==> src/design/app_pkg.sv <==
// Package for the antenna pan pointing block: constants, command types and the
// CORDIC arctangent table. Used by the controller, datapath and top level.
`timescale 1ns / 1ps
package app_pkg;

  localparam int CORDIC_STEPS_DEF = 16;
  localparam int COORD_W   = 24;
  localparam int DIFF_W    = 25;
  localparam int X_W       = 28;
  localparam int Z_W       = 18;
  localparam int ANG_W     = 16;
  localparam int DEG_W     = 9;
  localparam int SPAN_W    = 10;
  localparam int NUM_W     = 25;
  localparam int MAG_W     = 24;
  localparam int DIV_W     = 22;
  localparam int DIVR_W    = 9;
  localparam int SERVO_W   = 15;
  localparam int CFG_IDX_W = 3;
  localparam int CFG_W     = 24;
  localparam int IN_W      = 64;
  localparam int OUT_W     = 32;
  localparam int SNAP_LIMIT = 31857;
  localparam int SERVO_FULL = 9600;

  localparam logic [CFG_IDX_W-1:0] REG_HOME_N  = 3'd0;
  localparam logic [CFG_IDX_W-1:0] REG_HOME_E  = 3'd1;
  localparam logic [CFG_IDX_W-1:0] REG_NEUTRAL = 3'd2;
  localparam logic [CFG_IDX_W-1:0] REG_MAX     = 3'd3;
  localparam logic [CFG_IDX_W-1:0] REG_MIN     = 3'd4;

  typedef enum logic [2:0] {
    ST_IDLE, ST_PRE, ST_ROT, ST_PAN, ST_MUL, ST_DIV, ST_OUT
  } state_t;

  typedef struct packed {
    logic       load;
    logic       pre;
    logic       iter;
    logic       pan;
    logic       mul;
    logic       div;
    logic       out_load;
    logic [4:0] cnt;
  } cmd_t;

  function automatic logic [13:0] atan_step(input logic [4:0] i);
    case (i)
      5'd0:    atan_step = 14'd8192;
      5'd1:    atan_step = 14'd4836;
      5'd2:    atan_step = 14'd2555;
      5'd3:    atan_step = 14'd1297;
      5'd4:    atan_step = 14'd651;
      5'd5:    atan_step = 14'd326;
      5'd6:    atan_step = 14'd163;
      5'd7:    atan_step = 14'd81;
      5'd8:    atan_step = 14'd41;
      5'd9:    atan_step = 14'd20;
      5'd10:   atan_step = 14'd10;
      5'd11:   atan_step = 14'd5;
      5'd12:   atan_step = 14'd3;
      5'd13:   atan_step = 14'd1;
      5'd14:   atan_step = 14'd1;
      default: atan_step = 14'd0;
    endcase
  endfunction

endpackage

==> src/design/app_ctrl.sv <==
// Controller of the antenna pan pointing block: sequences the CORDIC, the
// servo scaling and the divider. Depends on app_pkg.
`timescale 1ns / 1ps
module app_ctrl #(
  parameter int CORDIC_STEPS = app_pkg::CORDIC_STEPS_DEF
) (
  input  logic          clk,
  input  logic          rst_n,
  input  logic          in_tvalid,
  output logic          in_tready,
  output logic          out_tvalid,
  input  logic          out_tready,
  output app_pkg::cmd_t cmd
);
  import app_pkg::*;

  state_t     state_r, state_nxt;
  logic [4:0] cnt_r, cnt_nxt;
  logic       out_valid_r, out_valid_nxt;

  always_ff @(posedge clk) begin
    if (!rst_n) begin
      state_r     <= ST_IDLE;
      cnt_r       <= '0;
      out_valid_r <= 1'b0;
    end else begin
      state_r     <= state_nxt;
      cnt_r       <= cnt_nxt;
      out_valid_r <= out_valid_nxt;
    end
  end

  always_comb begin
    state_nxt = state_r;
    cnt_nxt   = cnt_r;
    cmd       = '0;
    cmd.cnt   = cnt_r;
    in_tready = 1'b0;
    case (state_r)
      ST_IDLE: begin
        in_tready = 1'b1;
        if (in_tvalid) begin
          cmd.load  = 1'b1;
          state_nxt = ST_PRE;
        end
      end
      ST_PRE: begin
        cmd.pre   = 1'b1;
        cnt_nxt   = '0;
        state_nxt = ST_ROT;
      end
      ST_ROT: begin
        cmd.iter = 1'b1;
        if (cnt_r == 5'(CORDIC_STEPS - 1)) begin
          cnt_nxt   = '0;
          state_nxt = ST_PAN;
        end else begin
          cnt_nxt = cnt_r + 5'd1;
        end
      end
      ST_PAN: begin
        cmd.pan   = 1'b1;
        state_nxt = ST_MUL;
      end
      ST_MUL: begin
        cmd.mul   = 1'b1;
        cnt_nxt   = '0;
        state_nxt = ST_DIV;
      end
      ST_DIV: begin
        cmd.div = 1'b1;
        if (cnt_r == 5'(DIV_W - 1)) begin
          cnt_nxt   = '0;
          state_nxt = ST_OUT;
        end else begin
          cnt_nxt = cnt_r + 5'd1;
        end
      end
      ST_OUT: begin
        // The result register is reloaded once the previous transfer has gone.
        if (!out_valid_r || out_tready) begin
          cmd.out_load = 1'b1;
          state_nxt    = ST_IDLE;
        end
      end
      default: state_nxt = ST_IDLE;
    endcase
  end

  always_comb begin
    out_valid_nxt = out_valid_r;
    if (cmd.out_load) out_valid_nxt = 1'b1;
    else if (out_tready) out_valid_nxt = 1'b0;
  end

  assign out_tvalid = out_valid_r;

endmodule

==> src/design/app_dp.sv <==
// Datapath of the antenna pan pointing block: configuration registers, the
// iterative CORDIC, hysteresis, servo scaling and a restoring divider.
// Depends on app_pkg.
`timescale 1ns / 1ps
module app_dp (
  input  logic                                clk,
  input  logic                                rst_n,
  input  app_pkg::cmd_t                       cmd,
  input  logic signed [app_pkg::COORD_W-1:0]  plane_north,
  input  logic signed [app_pkg::COORD_W-1:0]  plane_east,
  input  logic signed [app_pkg::ANG_W-1:0]    heading,
  input  logic                                cfg_we,
  input  logic [app_pkg::CFG_IDX_W-1:0]       cfg_index,
  input  logic [app_pkg::CFG_W-1:0]           cfg_wdata,
  output logic signed [app_pkg::ANG_W-1:0]    pan_angle,
  output logic signed [app_pkg::SERVO_W-1:0]  servo_command
);
  import app_pkg::*;

  logic signed [COORD_W-1:0] home_n_r, home_e_r;
  logic signed [DEG_W-1:0]   neutral_r, max_r, min_r;
  logic                      side_r;

  always_ff @(posedge clk) begin
    if (!rst_n) begin
      home_n_r  <= '0;
      home_e_r  <= '0;
      neutral_r <= '0;
      max_r     <= DEG_W'(90);
      min_r     <= -DEG_W'(90);
    end else if (cfg_we) begin
      case (cfg_index)
        REG_HOME_N:  home_n_r  <= cfg_wdata;
        REG_HOME_E:  home_e_r  <= cfg_wdata;
        REG_NEUTRAL: neutral_r <= cfg_wdata[DEG_W-1:0];
        REG_MAX:     max_r     <= cfg_wdata[DEG_W-1:0];
        REG_MIN:     min_r     <= cfg_wdata[DEG_W-1:0];
        default: ;
      endcase
    end
  end

  logic signed [DIFF_W-1:0] dn_r, de_r;
  logic signed [ANG_W-1:0]  hd_r;
  logic                     zero_r;
  logic signed [X_W-1:0]    x_r, y_r;
  logic signed [Z_W-1:0]    z_r;
  logic signed [ANG_W:0]    pan_r;
  logic signed [NUM_W-1:0]  num_r;
  logic signed [SPAN_W-1:0] span_r;
  logic [DIVR_W-1:0]        dv_r, rem_r;
  logic [DIV_W-1:0]         dvd_r;
  logic signed [ANG_W-1:0]  pan_out_r;
  logic signed [SERVO_W-1:0] servo_r;

  // CORDIC step, old x and y on both sides.
  logic [4:0]            sh;
  logic signed [X_W-1:0] xs, ys;
  logic signed [Z_W-1:0] at;
  assign sh = cmd.cnt;
  assign xs = x_r >>> sh;
  assign ys = y_r >>> sh;
  assign at = Z_W'($signed({1'b0, atan_step(sh)}));

  // Pan angle and hysteresis.
  logic signed [Z_W-1:0]   zsum;
  logic signed [ANG_W:0]   praw, pnew;
  logic                    side1, side2;
  logic signed [NUM_W-1:0] num_c;
  assign zsum = z_r + Z_W'(hd_r);
  assign praw = zero_r ? '0 : (ANG_W+1)'(signed'(zsum[ANG_W-1:0]));

  always_comb begin
    side1 = side_r;
    if (praw > 0 && praw <= SNAP_LIMIT) side1 = 1'b1;
    if (praw < 0 && praw >= -SNAP_LIMIT) side1 = 1'b0;
    pnew  = praw;
    side2 = side1;
    if (praw > SNAP_LIMIT && !side1) begin
      pnew = -(ANG_W+1)'(32768);
    end else if (praw < -SNAP_LIMIT && side1) begin
      pnew  = (ANG_W+1)'(32768);
      side2 = 1'b0;
    end
  end
  assign num_c = NUM_W'(pnew) * NUM_W'(180) - (NUM_W'(neutral_r) <<< 15);

  // Scaling: the factor 32768 of the divisor is taken off the dividend.
  logic [MAG_W-1:0]      mag;
  logic signed [SPAN_W-1:0] span_c;
  logic [MAG_W+13:0]     prod;
  assign mag    = num_r[NUM_W-1] ? MAG_W'(-num_r) : MAG_W'(num_r);
  assign span_c = (num_r > 0) ? (SPAN_W'(max_r) - SPAN_W'(neutral_r))
                              : (SPAN_W'(min_r) - SPAN_W'(neutral_r));
  assign prod   = (MAG_W+14)'(mag) * (MAG_W+14)'(SERVO_FULL);

  logic [DIVR_W:0] trial;
  logic            ge;
  assign trial = {rem_r, dvd_r[DIV_W-1]};
  assign ge    = trial >= {1'b0, dv_r};

  logic [13:0]               qsat;
  logic signed [SERVO_W-1:0] servo_c;
  always_comb begin
    qsat = (dvd_r > DIV_W'(SERVO_FULL)) ? 14'(SERVO_FULL) : dvd_r[13:0];
    if (span_r == 0) servo_c = (num_r == 0) ? '0 : SERVO_W'(SERVO_FULL);
    else if (span_r < 0) servo_c = -SERVO_W'(qsat);
    else servo_c = SERVO_W'(qsat);
  end

  always_ff @(posedge clk) begin
    if (!rst_n) side_r <= 1'b0;
    else if (cmd.pan) side_r <= side2;
  end

  always_ff @(posedge clk) begin
    if (cmd.load) begin
      dn_r <= DIFF_W'(home_n_r) - DIFF_W'(plane_north);
      de_r <= DIFF_W'(home_e_r) - DIFF_W'(plane_east);
      hd_r <= heading;
    end
    if (cmd.pre) begin
      zero_r <= (dn_r == 0) && (de_r == 0);
      if (de_r < 0) begin
        if (dn_r >= 0) begin
          x_r <= X_W'(dn_r);
          y_r <= -X_W'(de_r);
          z_r <= Z_W'(16384);
        end else begin
          x_r <= -X_W'(dn_r);
          y_r <= X_W'(de_r);
          z_r <= -Z_W'(16384);
        end
      end else begin
        x_r <= X_W'(de_r);
        y_r <= X_W'(dn_r);
        z_r <= '0;
      end
    end
    if (cmd.iter) begin
      if (y_r >= 0) begin
        x_r <= x_r + ys;
        y_r <= y_r - xs;
        z_r <= z_r + at;
      end else begin
        x_r <= x_r - ys;
        y_r <= y_r + xs;
        z_r <= z_r - at;
      end
    end
    if (cmd.pan) begin
      pan_r <= pnew;
      num_r <= num_c;
    end
    if (cmd.mul) begin
      span_r <= span_c;
      dv_r   <= span_c[SPAN_W-1] ? DIVR_W'(-span_c) : DIVR_W'(span_c);
      dvd_r  <= prod[DIV_W+14:15];
      rem_r  <= '0;
    end
    if (cmd.div) begin
      rem_r <= ge ? DIVR_W'(trial - {1'b0, dv_r}) : trial[DIVR_W-1:0];
      dvd_r <= {dvd_r[DIV_W-2:0], ge};
    end
    if (cmd.out_load) begin
      pan_out_r <= (pan_r > 32767) ? ANG_W'(32767) : pan_r[ANG_W-1:0];
      servo_r   <= servo_c;
    end
  end

  assign pan_angle     = pan_out_r;
  assign servo_command = servo_r;

endmodule

==> src/design/antenna_pan_pointing.sv <==
// Antenna pan pointing, top level: a controller and a datapath joined by commands.
// One item is processed at a time, passing in turn through the iterative CORDIC
// rotator and the 22-step restoring divider; no new item is taken until it is done.
// A new item is taken while the previous result waits in the output register.
// Reset (synchronous, active low) restores the register defaults and the side bit.
`timescale 1ns / 1ps
module antenna_pan_pointing #(
  parameter int CORDIC_STEPS = app_pkg::CORDIC_STEPS_DEF
) (
  input  logic                            clk,
  input  logic                            rst_n,
  input  logic                            in_tvalid,
  output logic                            in_tready,
  input  logic [app_pkg::IN_W-1:0]        in_tdata,   // plane_north, plane_east, heading
  output logic                            out_tvalid,
  input  logic                            out_tready,
  output logic [app_pkg::OUT_W-1:0]       out_tdata,  // pan_angle, servo_command, zero pad
  input  logic                            cfg_we,
  input  logic [app_pkg::CFG_IDX_W-1:0]   cfg_index,
  input  logic [app_pkg::CFG_W-1:0]       cfg_wdata
);
  import app_pkg::*;

  cmd_t                      cmd;
  logic signed [ANG_W-1:0]   pan_angle;
  logic signed [SERVO_W-1:0] servo_command;

  app_ctrl #(.CORDIC_STEPS(CORDIC_STEPS)) u_ctrl (
    .clk, .rst_n, .in_tvalid, .in_tready, .out_tvalid, .out_tready, .cmd
  );

  app_dp u_dp (
    .clk, .rst_n, .cmd,
    .plane_north(in_tdata[23:0]),
    .plane_east(in_tdata[47:24]),
    .heading(in_tdata[63:48]),
    .cfg_we, .cfg_index, .cfg_wdata,
    .pan_angle, .servo_command
  );

  assign out_tdata = {1'b0, servo_command, pan_angle};

  a_busy_after_accept: assert property (@(posedge clk) disable iff (!rst_n)
    (in_tvalid && in_tready) |=> !in_tready)
    else $error("input taken while an item is in progress");

  a_servo_range: assert property (@(posedge clk) disable iff (!rst_n)
    out_tvalid |-> ($signed(servo_command) <= 9600 && $signed(servo_command) >= -9600))
    else $error("servo command out of range");

  a_result_held: assert property (@(posedge clk) disable iff (!rst_n)
    (out_tvalid && !out_tready) |=> (out_tvalid && $stable(out_tdata)))
    else $error("stalled result changed");

endmodule
==> config.mk <==
export PLATFORM = sky130hd
export DESIGN_NAME = antenna_pan_pointing
export DESIGN_NICKNAME = d
export VERILOG_FILES = /design/src/design/app_pkg.sv /design/src/design/app_ctrl.sv /design/src/design/app_dp.sv /design/src/design/antenna_pan_pointing.sv
export SDC_FILE = /design/constraint.sdc
export NUM_CORES = 2
export LEC_CHECK = 0
export BUFFER_PORTS_ARGS = -buffer_cell sky130_fd_sc_hd__buf_2
export CORE_UTILIZATION = 55
export DETAILED_ROUTE_END_ITERATION = 8
export PLACE_DENSITY_LB_ADDON = 0.12
export SYNTH_ARGS = -nofsm -noshare
export SYNTH_HDL_FRONTEND = slang
export SYNTH_SLANG_ARGS = --single-unit
==> constraint.sdc <==
create_clock -name clk -period 18.35 [get_ports clk]
set_input_delay 1.835 -clock clk [delete_from_list [all_inputs] [get_ports clk]]
set_output_delay 1.835 -clock clk [all_outputs]
set_load 0.005 [all_outputs]
==> flow_summary.json <==
{
  "drive_gt1_share_pct": 9.73,
  "diodes": 0,
  "period_share_pct": 51.7,
  "synth.avg_cell_area_um2": 9.11,
  "final_hold_viol_count": 0,
  "drc_errors": 0,
  "io_buffers": 128,
  "fillers": 5018,
  "nNetsFinal": 4121,
  "synth_top_area_share_pct": 23.6,
  "synthesis.instances": 3584,
  "ir_drop_uv": 213,
  "hold_path_class": "reg2reg",
  "yosysTopAreaCell": "edfxtp_1",
  "switching_share_pct": 44.4,
  "final-setup-viol-count": 0,
  "drtIter0Drc": 2639,
  "ys_ff_latch": 356,
  "max_freq_ghz": 0.105,
  "dr_wl_met3_um": 6990,
  "core_area_mm2": 0.0581,
  "die_area_mm2": 0.0604,
  "p_sw_mw": 2.53,
  "track_usage_pct": 30.0,
  "m1WireLength_um": 43200,
  "synth-edff-count": 257,
  "hold_slack_ns": 0.468,
  "die_y_um": 246,
  "grt_start_max_net_pins": 100,
  "ios": 130,
  "p_comb_share_pct": 63.9,
  "clockBufferDepth": 3,
  "rsz0062_at_grt": "no",
  "avgRoutedWirePerCell_um": 20.4,
  "post_cts_buffers": 0,
  "ant_nets": 0,
  "htree_levels": 2,
  "grt-ovfl-total": 0,
  "crit_top_cell": "ha_1",
  "cp_slowest_cell": "fa_1",
  "finalMaxSlewViolations": 0,
  "start_util_pct": 56.2,
  "max-cap-violations": 0,
  "die_x_um": 246,
  "p_leak_nw": 14.6,
  "critPathLaunchType": "flip-flop",
  "area_delta_synth_final_pct": 8.14,
  "crit_required_ns": 18.68,
  "end_kind": "flip-flop",
  "slew_headroom_pct": 6.10,
  "top_layer": "met5",
  "cp_slowest_stage_delay_ns": 0.57,
  "clk_latency_ns": 0.60,
  "power.share.sequential_pct": 20.5,
  "multiInputGateArea_mm2": 0.0212,
  "regArea_mm2": 0.00971,
  "grt_antenna_before_repair": 1,
  "place_congestion": 1.00,
  "yosysWarnings": 0,
  "total_power_mw": 5.71,
  "clock_sinks": 356,
  "cts_hold_buf": 0,
  "vias": 27300,
  "path_class": "reg2reg",
  "clock-skew-final_ns": 0.0323,
  "clk_pin_slew_ns": 0.06,
  "status": "completed",
  "p_per_area_mw_per_mm2": 162,
  "crit_arrival_ns": 9.81,
  "clockPowerShare_pct": 15.6,
  "synth_ff_type": "edfxtp_1",
  "tightest_slew_ns": 1.39,
  "drt-total-wl_um": 90700,
  "syn_nets": 4060,
  "synth-seq-area-share_pct": 29.7,
  "dp_hpwl_um": 70500,
  "grt_pass1_vias": 26100,
  "vias_per_cell": 6.14,
  "period_minus_slack_ns": 9.48,
  "clock-root-buffer": "clkbuf_16",
  "first_pass_iters": 6,
  "synth_area_leaders": "edfxtp_1 24%, ha_1 12%, dfxtp_1 6.1%",
  "met2WireLength_um": 38400,
  "async_flop_share_pct": 0,
  "yosysUniqueCellTypes": 105,
  "row_count": 88,
  "cts_tree": "built",
  "cts_buffers": 44,
  "path_max_fanout": 10,
  "finalSetupTns_ns": 0,
  "p_int_mw": 3.17,
  "netlist_area_mm2": 0.0327,
  "grt_pass1_wl_um": 143000,
  "post_cts_resized": 0
}
[cell families (layout without fill, tap and decap cells)]
group | Yosys count | in the layout | share of synthesized area (%)
mux | 155 | 155 | 6.90
flops | 356 | 356 | 29.7
other cells | 1 | 1 | 0.0115
compound gates | 892 | 892 | 18.2
fa+ha+maj | 380 | 380 | 16.2
buf+inv | 443 | 539 | 5.47
simple gates | 1061 | 1061 | 15.5
xor+xnor | 296 | 296 | 7.94
[cells in the mapped netlist (all sizes together), types with 62 or more instances]
cell type and n:
mux2i 64, nand2b 71, nand2 380, edfxtp 257, a21boi 81, clkbuf 88
inv 306, ha 307, xnor2 177, nor3 62, xor2 119, dfxtp 99
o21ai 224, a21oi 178, nor2 256, a21o 64, fa 73
[final cells by class]
class	instances	share of cell area (%)
multi-input cells	2785	60.1
clock inverters	28	0.886
inverters	306	3.25
clock buffers	53	3.27
well taps	765	2.71
repair buffers	152	2.32
flip-flops and latches	356	27.5
[state kept, by name (all words and copies together) (netlist names), 3 cells and up, named ones only]
name / cells
u_ctrl.cnt_r: 5
u_ctrl.state_r: 3
u_dp.de_r: 25
u_dp.dn_r: 25
u_dp.dv_r: 9
u_dp.dvd_r: 22
u_dp.hd_r: 16
u_dp.home_e_r: 24
u_dp.home_n_r: 24
u_dp.max_r: 9
u_dp.min_r: 9
u_dp.neutral_r: 9
u_dp.num_r: 21
u_dp.pan_angle: 16
u_dp.pan_r: 17
u_dp.rem_r: 9
u_dp.servo_command: 15
u_dp.span_r: 9
u_dp.x_r: 28
u_dp.y_r: 28
u_dp.z_r: 16
[critical path: cells and delay by family, from the launching register on]
kind / cells / cell delay, ns
simple gates: 6 / 1.83
fa+ha+maj: 7 / 2.64
xor+xnor: 3 / 0.39
flops: 1 / 0.46
compound gates: 16 / 3.86
[routing by layer]
metal	global-route usage, %	vias up
met4	7.80	2
met1	45.4	13100
met2	44.7	1037
met5	0	-
li1	-	13000
met3	3.84	138
[power by group through the flow]
stage / Sequential, mW / Combinational, mW / Clock, mW
3_5_place_dp: 1.18 / 3.58 / 0
5_1_grt: 1.17 / 4.04 / 0.930
6_report: 1.17 / 3.65 / 0.890
2_1_floorplan: 1.14 / 2.76 / 0
3_3_place_gp: 1.18 / 3.44 / 0
4_1_cts: 1.16 / 3.61 / 0.905
[path summary, 6_finish.rpt]
| path | start | end | slack [ns] | depth (start not counted) |
|---|---|---|---|---|
| worst max-delay path | u_dp.z_r[1] | u_dp.num_r[24] | 8.87 | 32 |
| worst min-delay path | u_dp.home_n_r[8] | u_dp.home_n_r[8] | 0.47 | 2 |
| worst max register to register | u_dp.z_r[1] | u_dp.num_r[24] | 8.87 | 32 |
| worst min register to register | u_dp.home_n_r[8] | u_dp.home_n_r[8] | 0.47 | 2 |
[cell usage in the layout, fill, tap and decap left out, drive strengths merged, types with 119 or more instances in the layout]
master and count:
o21ai 224, xnor2 177, buf 152, inv 307, a21oi 178, nand2 380
xor2 119, edfxtp 257, ha 307, nor2 256
[per-stage QoR]
| step | setup WS [ns] | std cells | utilization (%) | cell area, µm² |
|---|---|---|---|---|
| after floorplan | 10.03 | 3584 | - | 32700 |
| after global routing | 8.28 | 4445 | 60.7 | 35300 |
| final | 8.87 | 4445 | 60.7 | 35300 |
| after CTS | 8.96 | 4445 | 60.7 | 35300 |
| after detailed placement | 9.05 | 4364 | 58.2 | 33800 |
| after global placement | 9.25 | 4364 | 58.2 | 33800 |
Note: power is estimated with default switching activity, not from simulation.
